**src/hw/rtl/wcal_pkg.sv**
```systemverilog
package wcal_pkg;

	// Field widths of the clock and alarm counters, the set mode and the button latches.
	localparam int unsigned SEC_W  = 6;
	localparam int unsigned MIN_W  = 6;
	localparam int unsigned HOUR_W = 5;
	localparam int unsigned DAY_W  = 3;
	localparam int unsigned MODE_W = 3;
	localparam int unsigned ARM_W  = 3;

	// Last legal value of each field; the next step wraps to zero.
	localparam logic [SEC_W-1:0]  SEC_LAST  = 6'd59;
	localparam logic [MIN_W-1:0]  MIN_LAST  = 6'd59;
	localparam logic [HOUR_W-1:0] HOUR_LAST = 5'd23;
	localparam logic [DAY_W-1:0]  DAY_LAST  = 3'd6;

	// Relay switch-off offset in minutes, and the minute modulus.
	localparam logic [MIN_W:0] RELAY_OFF_MIN = 7'd10;
	localparam logic [MIN_W:0] MIN_MODULUS   = 7'd60;

	// Set mode codes.
	localparam logic [MODE_W-1:0] MODE_HOURS   = 3'd0;
	localparam logic [MODE_W-1:0] MODE_MINUTES = 3'd1;
	localparam logic [MODE_W-1:0] MODE_SECONDS = 3'd2;
	localparam logic [MODE_W-1:0] MODE_DAY     = 3'd3;
	localparam logic [MODE_W-1:0] MODE_ARMED   = 3'd4;
	localparam logic [MODE_W-1:0] MODE_IDLE    = 3'd5;

	// Action codes of an input transaction.
	localparam logic ACT_TICK   = 1'b0;
	localparam logic ACT_BUTTON = 1'b1;

	// Bit positions of the button release latches.
	localparam int unsigned ARM_PLUS     = 0;
	localparam int unsigned ARM_PLUS_TEN = 1;
	localparam int unsigned ARM_ADJUST   = 2;

	typedef struct packed {
		logic [SEC_W-1:0]  sec;
		logic [MIN_W-1:0]  min;
		logic [HOUR_W-1:0] hour;
		logic [DAY_W-1:0]  day;
	} rtc_time_t;

	typedef struct packed {
		logic action;
		logic plus_level;
		logic plus_ten_level;
		logic adjust_level;
		logic edit_alarm;
	} wcal_item_t;

	typedef struct packed {
		rtc_time_t         now;
		rtc_time_t         alarm;
		logic [MODE_W-1:0] mode;
		logic [ARM_W-1:0]  armed;
		logic              relay;
	} wcal_state_t;

endpackage

```
**src/hw/rtl/wcal_next.sv**
```systemverilog
module wcal_next import wcal_pkg::*; (
	input  wcal_item_t  item,
	input  wcal_state_t cur,
	output wcal_state_t nxt
);

	// Add one or ten to the field that the mode selects, one to a weekday; past its limit it clears.
	function automatic rtc_time_t bump(input rtc_time_t t, input logic [MODE_W-1:0] mode,
			input logic by_ten);
		rtc_time_t          r;
		logic [HOUR_W:0]    h;
		logic [MIN_W:0]     m;
		logic [SEC_W:0]     s;
		logic [DAY_W:0]     d;
		r = t;
		h = {1'b0, t.hour} + (by_ten ? 6'd10 : 6'd1);
		m = {1'b0, t.min} + (by_ten ? 7'd10 : 7'd1);
		s = {1'b0, t.sec} + (by_ten ? 7'd10 : 7'd1);
		d = {1'b0, t.day} + 4'd1;
		case (mode)
			MODE_HOURS: begin
				r.hour = (h > {1'b0, HOUR_LAST}) ? '0 : h[HOUR_W-1:0];
			end
			MODE_MINUTES: begin
				r.min = (m > {1'b0, MIN_LAST}) ? '0 : m[MIN_W-1:0];
			end
			MODE_SECONDS: begin
				r.sec = (s > {1'b0, SEC_LAST}) ? '0 : s[SEC_W-1:0];
			end
			MODE_DAY: begin
				r.day = (d > {1'b0, DAY_LAST}) ? '0 : d[DAY_W-1:0];
			end
			default: begin
				r = t;
			end
		endcase
		return r;
	endfunction

	rtc_time_t          ticked;
	logic [ARM_W-1:0]   armed_set;
	logic               adj_fire;
	logic               plus_fire;
	logic               ten_fire;
	logic [MODE_W-1:0]  mode_n;
	logic [MIN_W:0]     off_sum;
	logic [MIN_W-1:0]   off_min;
	logic               match;
	rtc_time_t          sel;
	rtc_time_t          sel_plus;
	rtc_time_t          sel_ten;

	// One-second advance with ripple carry through the fields.
	always_comb begin
		ticked = cur.now;
		if (cur.now.sec >= SEC_LAST) begin
			ticked.sec = '0;
			if (cur.now.min >= MIN_LAST) begin
				ticked.min = '0;
				if (cur.now.hour >= HOUR_LAST) begin
					ticked.hour = '0;
					ticked.day  = (cur.now.day >= DAY_LAST) ? '0 : cur.now.day + 3'd1;
				end else begin
					ticked.hour = cur.now.hour + 5'd1;
				end
			end else begin
				ticked.min = cur.now.min + 6'd1;
			end
		end else begin
			ticked.sec = cur.now.sec + 6'd1;
		end
	end

	// Button presses latch; a later release fires the button once.
	always_comb begin
		armed_set = cur.armed;
		armed_set[ARM_PLUS]     = cur.armed[ARM_PLUS] | ~item.plus_level;
		armed_set[ARM_PLUS_TEN] = cur.armed[ARM_PLUS_TEN] | ~item.plus_ten_level;
		armed_set[ARM_ADJUST]   = cur.armed[ARM_ADJUST] | ~item.adjust_level;
		adj_fire  = item.adjust_level & armed_set[ARM_ADJUST];
		plus_fire = item.plus_level & armed_set[ARM_PLUS];
		ten_fire  = item.plus_ten_level & armed_set[ARM_PLUS_TEN];
		if (adj_fire) begin
			mode_n = (cur.mode >= MODE_IDLE) ? MODE_HOURS : cur.mode + 3'd1;
		end else begin
			mode_n = cur.mode;
		end
	end

	// Alarm match and the switch-off minute, both on the values before any edit.
	always_comb begin
		off_sum = {1'b0, cur.alarm.min} + RELAY_OFF_MIN;
		off_min = (off_sum >= MIN_MODULUS) ? 6'(off_sum - MIN_MODULUS)
			: off_sum[MIN_W-1:0];
		match   = (cur.now == cur.alarm);
	end

	// Field edits: plus first, then plus ten, on the side that edit_alarm picks.
	always_comb begin
		sel      = item.edit_alarm ? cur.alarm : cur.now;
		sel_plus = plus_fire ? bump(sel, mode_n, 1'b0) : sel;
		sel_ten  = ten_fire ? bump(sel_plus, mode_n, 1'b1) : sel_plus;
	end

	// Assemble the next state for either action.
	always_comb begin
		nxt = cur;
		if (item.action == ACT_TICK) begin
			nxt.now = ticked;
		end else begin
			nxt.mode  = mode_n;
			nxt.armed = armed_set & ~{adj_fire, ten_fire, plus_fire};
			if (mode_n == MODE_ARMED) begin
				if (cur.now.min == off_min) begin
					nxt.relay = 1'b0;
				end else if (match) begin
					nxt.relay = 1'b1;
				end
			end
			if (item.edit_alarm) begin
				nxt.alarm = sel_ten;
			end else begin
				nxt.now = sel_ten;
			end
		end
	end

endmodule

```
**src/hw/rtl/weekday_clock_with_alarm.sv**
```systemverilog
// Weekday clock with alarm relay.
// An accepted transaction is held in the input register, then its result in the state register.
// Throughput: one transaction per cycle while out_stall is low; the single state update per cycle sets this.
// Reset (arst_n low, asynchronous): clock, alarm, mode, button latches and relay
// clear to zero, and both pipeline stages empty.
module weekday_clock_with_alarm import wcal_pkg::*; (
	input  logic              clk,
	input  logic              arst_n,
	input  logic              in_valid,
	output logic              in_stall,
	input  logic              action,
	input  logic              plus_level,
	input  logic              plus_ten_level,
	input  logic              adjust_level,
	input  logic              edit_alarm,
	output logic              out_valid,
	input  logic              out_stall,
	output logic [SEC_W-1:0]  out_seconds,
	output logic [MIN_W-1:0]  out_minutes,
	output logic [HOUR_W-1:0] out_hours,
	output logic [DAY_W-1:0]  out_weekday,
	output logic [SEC_W-1:0]  out_alarm_seconds,
	output logic [MIN_W-1:0]  out_alarm_minutes,
	output logic [HOUR_W-1:0] out_alarm_hours,
	output logic [DAY_W-1:0]  out_alarm_weekday,
	output logic [MODE_W-1:0] set_mode,
	output logic              relay_on
);

	wcal_item_t  item_s1;
	logic        valid_s1;
	wcal_state_t state_q;
	wcal_state_t state_next;
	logic        out_valid_q;
	logic        advance;
	logic        accept;

	// The held item moves on whenever the result slot is empty or being drained.
	assign advance  = valid_s1 & (~out_valid_q | ~out_stall);
	assign in_stall = valid_s1 & ~advance;
	assign accept   = in_valid & ~in_stall;

	// Input register.
	always_ff @(posedge clk or negedge arst_n) begin
		if (!arst_n) begin
			valid_s1 <= 1'b0;
		end else if (accept) begin
			valid_s1 <= 1'b1;
		end else if (advance) begin
			valid_s1 <= 1'b0;
		end
	end

	always_ff @(posedge clk) begin
		if (accept) begin
			item_s1 <= '{action: action, plus_level: plus_level,
				plus_ten_level: plus_ten_level, adjust_level: adjust_level,
				edit_alarm: edit_alarm};
		end
	end

	wcal_next u_next (
		.item (item_s1),
		.cur  (state_q),
		.nxt  (state_next)
	);

	// State register; it also holds the result shown on the output.
	always_ff @(posedge clk or negedge arst_n) begin
		if (!arst_n) begin
			state_q <= '0;
		end else if (advance) begin
			state_q <= state_next;
		end
	end

	// Result valid flag.
	always_ff @(posedge clk or negedge arst_n) begin
		if (!arst_n) begin
			out_valid_q <= 1'b0;
		end else if (advance) begin
			out_valid_q <= 1'b1;
		end else if (!out_stall) begin
			out_valid_q <= 1'b0;
		end
	end

	assign out_valid         = out_valid_q;
	assign out_seconds       = state_q.now.sec;
	assign out_minutes       = state_q.now.min;
	assign out_hours         = state_q.now.hour;
	assign out_weekday       = state_q.now.day;
	assign out_alarm_seconds = state_q.alarm.sec;
	assign out_alarm_minutes = state_q.alarm.min;
	assign out_alarm_hours   = state_q.alarm.hour;
	assign out_alarm_weekday = state_q.alarm.day;
	assign set_mode          = state_q.mode;
	assign relay_on          = state_q.relay;

endmodule

```
**config.mk**
```make
export PLATFORM = sky130hd
export DESIGN_NAME = weekday_clock_with_alarm
export DESIGN_NICKNAME = d
export VERILOG_FILES = /design/src/hw/rtl/wcal_pkg.sv /design/src/hw/rtl/wcal_next.sv /design/src/hw/rtl/weekday_clock_with_alarm.sv
export SDC_FILE = /design/constraint.sdc
export NUM_CORES = 1
export LEC_CHECK = 0
export ABC_AREA = 1
export BUFFER_PORTS_ARGS = -buffer_cell sky130_fd_sc_hd__buf_2
export CAP_MARGIN = 10
export CORE_MARGIN = 1
export CORE_UTILIZATION = 55
export DETAILED_ROUTE_END_ITERATION = 6
export PLACE_DENSITY_LB_ADDON = 0.12
export SYNTH_ARGS = -nofsm -noshare
export SYNTH_HDL_FRONTEND = slang
export SYNTH_HIERARCHICAL = 1
export SYNTH_SLANG_ARGS = --single-unit
```
**constraint.sdc**
```tcl
create_clock -name clk -period 4.2 [get_ports clk]
set_clock_uncertainty 0.1 [all_clocks]
set_input_delay 0.84 -clock clk [delete_from_list [all_inputs] [get_ports clk]]
set_output_delay 0.84 -clock clk [all_outputs]
set_load 0.01 [all_outputs]
```
# == Word-level counts from Yosys, hierarchy flattened ==
# Cells that the tools add are included.
# classes
magnitude_cmp,14
n_eq_ne,8
bitwise,19
reduce_logical,13
mux,37
n_addsub,15
# ops
op,count
$mux 20,5
$mux 6,11
$gt 7x6->1 const B,4
$mux 5,5
$mux 3,8
$add 6x4->7 const B,3
$eq 20x20->1,1
$add 6x1->7 const B,2
$mux 14,1
$add 6x1->6 const B,2
$ge 6x6->1 const B,2
$gt 6x5->1 const B,2
$reduce_bool 2->1,5
$add 3x1->4 const B,2
$gt 4x3->1 const B,2
$mux 8,1
$reduce_and 4->1,2
$ge 7x6->1 const B,1
$not 1->1,7
$add 3x1->3 const B,2
$add 5x1->6 const B,1
$add 5x4->6 const B,1
$and 1x1->1,6
$eq 3x2->1 const B,2
17 further kinds,28
# word_totals
register_bits,54
wordCells,124
out_inout_bits,46
in_bits,9

# == Longest topological paths before layout ==
# Gate-level depths: netlist (run 1).
# depth
ltp_word,14
depth_mapped,31
mapped_depth_nobuf,30

# == Hierarchy ==
# The synthesis (run 1) kept the hierarchy.
# by_module_without_submodules
mod,n_inst,cells_each,area_each_um2,seq_area_each_um2
wcal_next,1,699,3575.9,0.0
weekday_clock_with_alarm,1,262,2414.8,1376.3

# == Worst setup path after synthesis (run 1) ==
# OpenSTA, ideal clock, no wires.
# synth_path
path_type,reg2reg
startpoint,reg item_s1[0] in the netlist's numbering
endpoint,"reg state_q, in the netlist out_alarm_minutes[2]"
stages_incl_launch_ff,26
period_less_slack_ns,3.430
t_arrival_ns,3.213
path_buffers,1
setup_ns,0.117
path_slack_ns,0.770
path_cell_list,edfxtp_1 > buf_4 > o21ai_2 > inv_1 > ha_1 > or2_2 > o211ai_1 > nand3_1 > nor2_1 > nand2_2 > nand3_1 > nand2_2 > ha_1 > nand3b_1 > nand3_1 > nand2_1 > nor2_2 > nand2_1 > nand2_2 > nand2_2 > nand2_1 > nand3_1 > nand2_1 > inv_1 > nand3_1 > nand2_1
# synth_between
elab_chain_cells,11
elab_cells_between_ends,12
classes_between,add/sub (2); order compare (2); mux (7); reduce/logical (1)
# synth_rtl
element,line_no,source
from (decl),weekday_clock_with_alarm.sv:30,wcal_item_t item_s1;
from (signal assigned),weekday_clock_with_alarm.sv:56,"item_s1 <= '{action: action, plus_level: plus_level,"
$mux 20,wcal_next.sv:100,sel = item.edit_alarm ? cur.alarm : cur.now;
$add 6x1->7,wcal_next.sv:17,"m = {1'b0, t.min} + (by_ten ? 7'd10 : 7'd1);"
$gt 7x6->1,wcal_next.sv:25,"r.min = (m > {1'b0, MIN_LAST}) ? '0 : m[MIN_W-1:0];"
$mux 6,wcal_next.sv:25,
$mux 6,wcal_next.sv:20,case (mode)
$mux 20,wcal_next.sv:101,"sel_plus = plus_fire ? bump(sel, mode_n, 1'b0) : sel;"
$add 6x4->7,wcal_next.sv:17,
$gt 7x6->1,wcal_next.sv:25,
$mux 6,wcal_next.sv:25,
$mux 6,wcal_next.sv:20,
$mux 20,wcal_next.sv:102,"sel_ten = ten_fire ? bump(sel_plus, mode_n, 1'b1) : sel_plus;"
to (signal assigned),weekday_clock_with_alarm.sv:73,state_q <= state_next;
to (decl),weekday_clock_with_alarm.sv:32,wcal_state_t state_q;
# Parallel ways exist; a longest one is shown, timed or not.
# A chain may end at the register's enable or synchronous reset.

==> results.json, run 1 <==
{
  "run_status": "finished, final reports clean",
  "routabilityCongestion": 0.867,
  "rsz0062_at_grt": "no",
  "timing_hold_violations_final": 0,
  "worst_ir_drop_vdd_mv": 0.223,
  "min_period_ps": 3690,
  "power.density_cell_area_nw_per_um2": 504,
  "startpoint": "item_s1[0]$_DFFE_PP_",
  "worst_ep_required_time_ps": 4320,
  "drt_wl_total_um": 15800,
  "pin_count_of_the_biggest_net_entering_global_routing": 52,
  "start_util_pct": 57.3,
  "drt_first_pass_iters": 5,
  "die_x_um": 106,
  "crit_path_end_kind": "register",
  "num_cts_buffers": 5,
  "max_clock_freq_ghz": 0.271,
  "worst_ep_arrival_ps": 3810,
  "clock_sink_count": 54,
  "yosysUniqueCellTypes": 56,
  "syn_area_sq_um": 5990,
  "critical_path.cell_chain": "buf_4 > o21ai_4 > inv_1 > ha_1 > or2_2 > o211ai_1 > nand3_1 > nor2_1 > nand2_2 > nand3_1 > nand2_2 > ha_1 > nand3b_1 > nand3_1 > nand2_1 > nor2_2 > nand2_1 > nand2_2 > nand3_2 > nand2_1 > o21bai_1 > nand3_1 > nand2_1",
  "htree_num_levels": 2,
  "seq_area_frac_synth_pct": 23.0,
  "final_layout_size_suffix_gt1_share_pct": 14.5,
  "critPathSlowestCell": "sky130_fd_sc_hd__edfxtp_1",
  "static-leakage-power_nw": 3.28,
  "drt_first_iter_violations": 563,
  "antenna_cells": 0,
  "ys_top_cells_by_area": "sky130_fd_sc_hd__dfrtp_1, sky130_fd_sc_hd__nand2_1, sky130_fd_sc_hd__nand3_1, sky130_fd_sc_hd__inv_1, sky130_fd_sc_hd__buf_4",
  "cts.clk_slew.worst_paths_ps": 110,
  "totalPowerFinal_mw": 3.10,
  "postSynthCellCount": 961,
  "rr_startpoint": "item_s1[0]$_DFFE_PP_",
  "holdWs_ps": 398,
  "worst_skew_pair.late_latency_ps": 320,
  "via_per_inst": 5.43,
  "worstSetupStartpointType": "register",
  "fill_cells": 1101,
  "globalRouteTotalUtil_pct": 28.9,
  "area_delta_synth_final_pct": 2.72,
  "hpwl_um": 11700,
  "antenna_found_initial": 0,
  "tritoncts_clock_tree": "done",
  "tightest_slew_ps": 844,
  "top_level_ports": 55,
  "number_of_global_route_vias_before_repair": 5266,
  "clock-root-buffer": "sky130_fd_sc_hd__clkbuf_8",
  "grt_pass1_wl_um": 26200,
  "finish.utilization_pct": 58.8,
  "most_used_standard_cells_in_the_synthesized_netlist": "sky130_fd_sc_hd__nand2_1, sky130_fd_sc_hd__inv_1, sky130_fd_sc_hd__nand3_1, sky130_fd_sc_hd__nor2_1, sky130_fd_sc_hd__dfrtp_1",
  "die_height_um": 106,
  "floorplan.rows": 37,
  "synth.largest_area_cell": "sky130_fd_sc_hd__dfrtp_1",
  "multi_input_area_sq_um": 3680,
  "timing.final.max_slew_violations": 0,
  "port_buffers": 54,
  "criticalPathCategory": "reg2reg",
  "cap_violations": 0,
  "synth.top_cell.area_share_pct": 20.5,
  "max_slew_margin_pct": 43.6,
  "setup-violations-final": 0,
  "max_stage_delay_ps": 380,
  "seq_area_sq_um": 1380,
  "routed_wire_length_per_instance_um": 14.4,
  "asyncSetResetFlopFracSynth_pct": 90.7,
  "yosys_warnings": 6,
  "design.die.area_sq_um": 11300,
  "placeableCoreArea_sq_um": 10500,
  "min-delay-path-class": "in2async",
  "cts_max_path_buffers": 2,
  "cts_hold_buffers": 0,
  "main_flop_type_after_synthesis": "sky130_fd_sc_hd__dfrtp_1",
  "synthesis.nets": 993,
  "drc_errors": 0,
  "timing.setup.tns_ps": 0,
  "postSynthAreaPerCell_sq_um": 6.23,
  "via_count": 5973,
  "final_nets": 995,
  "post-route-period-util_pct": 87.8,
  "synth_enable_flop_cells": 5,
  "post-synth-top-count-cell": "sky130_fd_sc_hd__nand2_1",
  "ant_nets": 0,
  "yosys_register_bits": 54,
  "grt_overflow_total": 0,
  "worstPathMaxFanout": 8
}
-- stage by stage --
stage,cells,instance area [sq um],setup WS [ps]
after floorplan,961,5990,770
after global placement,1089,6010,513
after detailed placement,1089,6010,369
after CTS,1097,6120,355
after global routing,1100,6150,112
final,1100,6150,512
-- critical path, delay by kind of cell (launching register included) --
family	cells	cell delay [ps]
AO/OA/AOI/OAI	3	470
AND/OR/NAND/NOR	16	1840
buffers and inverters	2	290
adder cells (fa/ha/maj)	2	520
flip-flops	1	380
-- final timing paths --
kind / endpoint / slack (ps) / cells past startpoint
hold / removal: set_mode[0]$_DFFE_PN0P_ / 400 / 1
max in group asynchronous: out_minutes[2]$_DFFE_PN0P_ / 2810 / 2
setup reg to reg: out_minutes[3]$_DFFE_PN0P_ / 510 / 23
setup / recovery: out_minutes[3]$_DFFE_PN0P_ / 510 / 23
hold reg to reg: out_alarm_hours[4]$_DFFE_PN0P_ / 410 / 2
min in group clk: out_alarm_hours[4]$_DFFE_PN0P_ / 410 / 2
-- layer usage --
layer	GRT usage, %	share of wire (%)	up-vias
li1	-	-	3037
met4	6.85	1.2	0
met2	47.6	46	183
met1	40.8	47	2736
met3	2.76	5.6	17
met5	0	0	-
-- area by class of cell --
type                            instances  share of cell area [%]
Clock buffer                            6                    1.18
Sequential cell                        54                    22.4
Clock inverter                          2                   0.610
Multi-Input combinational cell        717                    59.8
Tap cell                              136                    2.77
Inverter                              117                    7.18
Timing Repair Buffer                   68                    6.10
-- power breakdown --
part | internal [mW] | switching, mW
Combinational | 0.662 | 1.14
Sequential | 0.663 | 0.270
Clock | 0.178 | 0.190
Total | 1.50 | 1.60
-- sequential cells by signal, indices dropped and copies added, names as in the netlist --
| name | flops |
|---|---|
| out_alarm_minutes | 6 |
| out_alarm_seconds | 6 |
| out_minutes | 6 |
| out_seconds | 6 |
| item_s1 | 5 |
| out_alarm_hours | 5 |
| out_hours | 5 |
| out_alarm_weekday | 3 |
| out_weekday | 3 |
| set_mode | 3 |
| state_q | 3 |
| out_valid | 1 |
| relay_on | 1 |
| valid_s1 | 1 |
-- logic make-up after synthesis --
kind of cell	Yosys count	synth area share (%)
adders and majority gates	23	4.80
xor gates and xnor gates	25	3.78
buffers and inverters	190	15.7
DFF	54	23.0
and+or+nand+nor	543	39.4
AOI/OAI and AO/OA	126	13.3
-- cell usage in the layout (no fill, tap or decap), drive strengths merged --
cell type,count
nand2,347
inv,113
nand3,96
buf,68
nor2,65
o21ai,64
dfrtp,49
a21oi,26
ha,23
xor2,17
nor3,11
nand4,11
xnor2,8
o22ai,6
clkbuf,6
or2,6
edfxtp,5
clkinv,4
nand3b,4
o2111ai,4
a22oi,4
o21bai,4
o211ai,3
a21boi,3
a211oi,2
o21a,2
and2,2
bufinv,1
clkinvlp,1
o221ai,1
a2111oi,1
a221oi,1
a41oi,1
nor3b,1
a31oi,1
a32oi,1
o311ai,1
a21o,1
-- what timing repair did --
item                       in CTS  in global routing
hold endpoints to repair        0                  0
setup endpoints to repair       0                  9
buffers inserted                0                  3
resized for setup               0                  1
Note: power is estimated with default switching activity, not from simulation.
==> inputs of run 2 (changes only) <==
CORE_UTILIZATION = 45   (was 55)
==> results.json, run 2 (synthesis gave the netlist of run 1 again) <==
{
  "floorplan.rows": 41,
  "die_x_um": 117,
  "r2r.worst_path.cells": 24,
  "most_frequent_cells_in_the_layout": "sky130_fd_sc_hd__nand2_1, sky130_fd_sc_hd__inv_1, sky130_fd_sc_hd__nand3_1, sky130_fd_sc_hd__nor2_1, sky130_fd_sc_hd__buf_2",
  "cts.clk_slew.worst_paths_ps": 70,
  "antenna_found_initial": 0,
  "routed_wire_length_per_instance_um": 14.5,
  "timing_hold_violations_final": 0,
  "rsz0062_at_grt": "no",
  "post-route-period-util_pct": 89.7,
  "min_period_ps": 3770,
  "worst_ep_arrival_ps": 3850,
  "placeableCoreArea_sq_um": 12800,
  "finish.utilization_pct": 48.4,
  "port_buffers": 54,
  "top_level_ports": 55,
  "via_per_inst": 5.18,
  "tritoncts_clock_tree": "done",
  "run_status": "finished with violations",
  "pin_count_of_the_biggest_net_entering_global_routing": 51,
  "setup-violations-final": 0,
  "worst_skew_pair.late_latency_ps": 300,
  "drt_first_iter_violations": 267,
  "totalPowerFinal_mw": 3.17,
  "die_height_um": 117,
  "routabilityCongestion": 0.864,
  "criticalPathCategory": "reg2reg",
  "design.die.area_sq_um": 13800,
  "layout_setup_ws_ps": 432,
  "grt_overflow_total": 0,
  "max_slew_margin_pct": 29.5,
  "timing.setup.tns_ps": 0,
  "final_nets": 993,
  "ant_nets": 0,
  "num_cts_buffers": 5,
  "via_count": 5871,
  "critical_path.reg2reg.endpoint": "out_alarm_minutes[5]$_DFFE_PN0P_",
  "drt_first_pass_iters": 7,
  "globalRouteTotalUtil_pct": 24.4,
  "power.density_cell_area_nw_per_um2": 510,
  "clock-root-buffer": "sky130_fd_sc_hd__clkbuf_16",
  "grt_pass1_wl_um": 27300,
  "worst_ir_drop_vdd_mv": 0.220,
  "static-leakage-power_nw": 3.29,
  "drt_wl_total_um": 16500,
  "cts.repair.resized": 0,
  "hold_start": "out_alarm_hours[4]$_DFFE_PN0P_",
  "hold_path_depth": 2,
  "rr_startpoint": "item_s1[0]$_DFFE_PP_",
  "crit_path_end_kind": "register",
  "hpwl_um": 12300,
  "tightest_slew_ps": 1050,
  "reg2reg_setup_slack_ps": 430,
  "cts_max_path_buffers": 2,
  "clock_sink_count": 54,
  "start_util_pct": 46.7,
  "worstSetupStartpointType": "register",
  "final_layout_size_suffix_gt1_share_pct": 14.3,
  "worstPathMaxFanout": 14,
  "htree_num_levels": 2,
  "post-place-ws_ps": 457,
  "min-delay-path-class": "reg2reg",
  "hold_path_end": "out_alarm_hours[4]$_DFFE_PN0P_",
  "number_of_global_route_vias_before_repair": 5308,
  "antenna_cells": 0,
  "worst_ep_required_time_ps": 4290,
  "cts_hold_buffers": 0,
  "drc_errors": 8,
  "timing.final.max_slew_violations": 0,
  "postCtsSetupRepairBufs": 0,
  "max_clock_freq_ghz": 0.265,
  "violated_checks": "DRC",
  "cap_violations": 0,
  "area_delta_synth_final_pct": 3.61,
  "layout_commonest_cell": "sky130_fd_sc_hd__nand2_1"
}
run 2: where the power goes:
part           leakage [nW]  internal (mW)  switching (mW)
sequential            0.677          0.664           0.270
combinational          2.54          0.668            1.14
clock                0.0672          0.219           0.205
total                  3.29           1.55            1.62
run 2: worst max-delay path: stages, from the launching register on:
cell                       delay [ps]
sky130_fd_sc_hd__edfxtp_1         460
sky130_fd_sc_hd__buf_4            250
sky130_fd_sc_hd__o21ai_4          250
sky130_fd_sc_hd__ha_1             280
sky130_fd_sc_hd__or2_2            290
sky130_fd_sc_hd__o211ai_1         180
sky130_fd_sc_hd__nand3_1           90
sky130_fd_sc_hd__nor2_1           130
sky130_fd_sc_hd__nand2_2          100
sky130_fd_sc_hd__nand3_1          100
sky130_fd_sc_hd__nand2_2           90
sky130_fd_sc_hd__ha_1             220
sky130_fd_sc_hd__nand3b_1         180
sky130_fd_sc_hd__nand3_1           80
sky130_fd_sc_hd__nand2_1           80
sky130_fd_sc_hd__nor2_2           120
sky130_fd_sc_hd__nand2_1           70
sky130_fd_sc_hd__nand2_2           80
sky130_fd_sc_hd__nand2_2           70
sky130_fd_sc_hd__nand2_1           90
sky130_fd_sc_hd__nand3_1           70
sky130_fd_sc_hd__nand2_1           90
sky130_fd_sc_hd__inv_1             40
sky130_fd_sc_hd__nand3_1           70
sky130_fd_sc_hd__nand2_1           70
run 2: cell type report:
cell class              count  area (sq um)
flip-flops and latches     54          1380
multi-input cells         717          3670
fillers                  1427          6620
clock buffers               5           125
repair buffers             66           360
well taps                 172           215
clock inverters             3          16.3
inverters                 117           442
run 2: through the flow:
step                instances  instance area, sq um  hold WS (ps)
finish                   1134                  6210           396
global route             1134                  6210           433
CTS                      1134                  6210           400
detailed placement       1126                  6070           383
global placement         1126                  6070           375
floorplan                 961                  5990           359
run 2: worst max-delay path by stage:
stage | to | cells after the start | start | slack (ps)
after floorplan | out_alarm_minutes[2]$_DFFE_PN0P_ | 25 | item_s1[0]$_DFFE_PP_ | 770
after global placement | out_alarm_minutes[5]$_DFFE_PN0P_ | 24 | item_s1[0]$_DFFE_PP_ | 580
after detailed placement | out_alarm_minutes[5]$_DFFE_PN0P_ | 24 | item_s1[0]$_DFFE_PP_ | 460
after CTS | out_alarm_minutes[5]$_DFFE_PN0P_ | 24 | item_s1[0]$_DFFE_PP_ | 430
after global routing | out_alarm_minutes[5]$_DFFE_PN0P_ | 24 | item_s1[0]$_DFFE_PP_ | 90
final | out_alarm_minutes[5]$_DFFE_PN0P_ | 24 | item_s1[0]$_DFFE_PP_ | 430
run 2: routing by layer:
layer	routed length, um	vias up	share of wire (%)	GRT usage, %
li1	-	3037	-	-
met1	7860	2694	48	33.5
met2	7730	129	47	41.2
met3	746	11	4.5	2.53
met4	144	0	0.87	5.03
met5	0	-	0	0
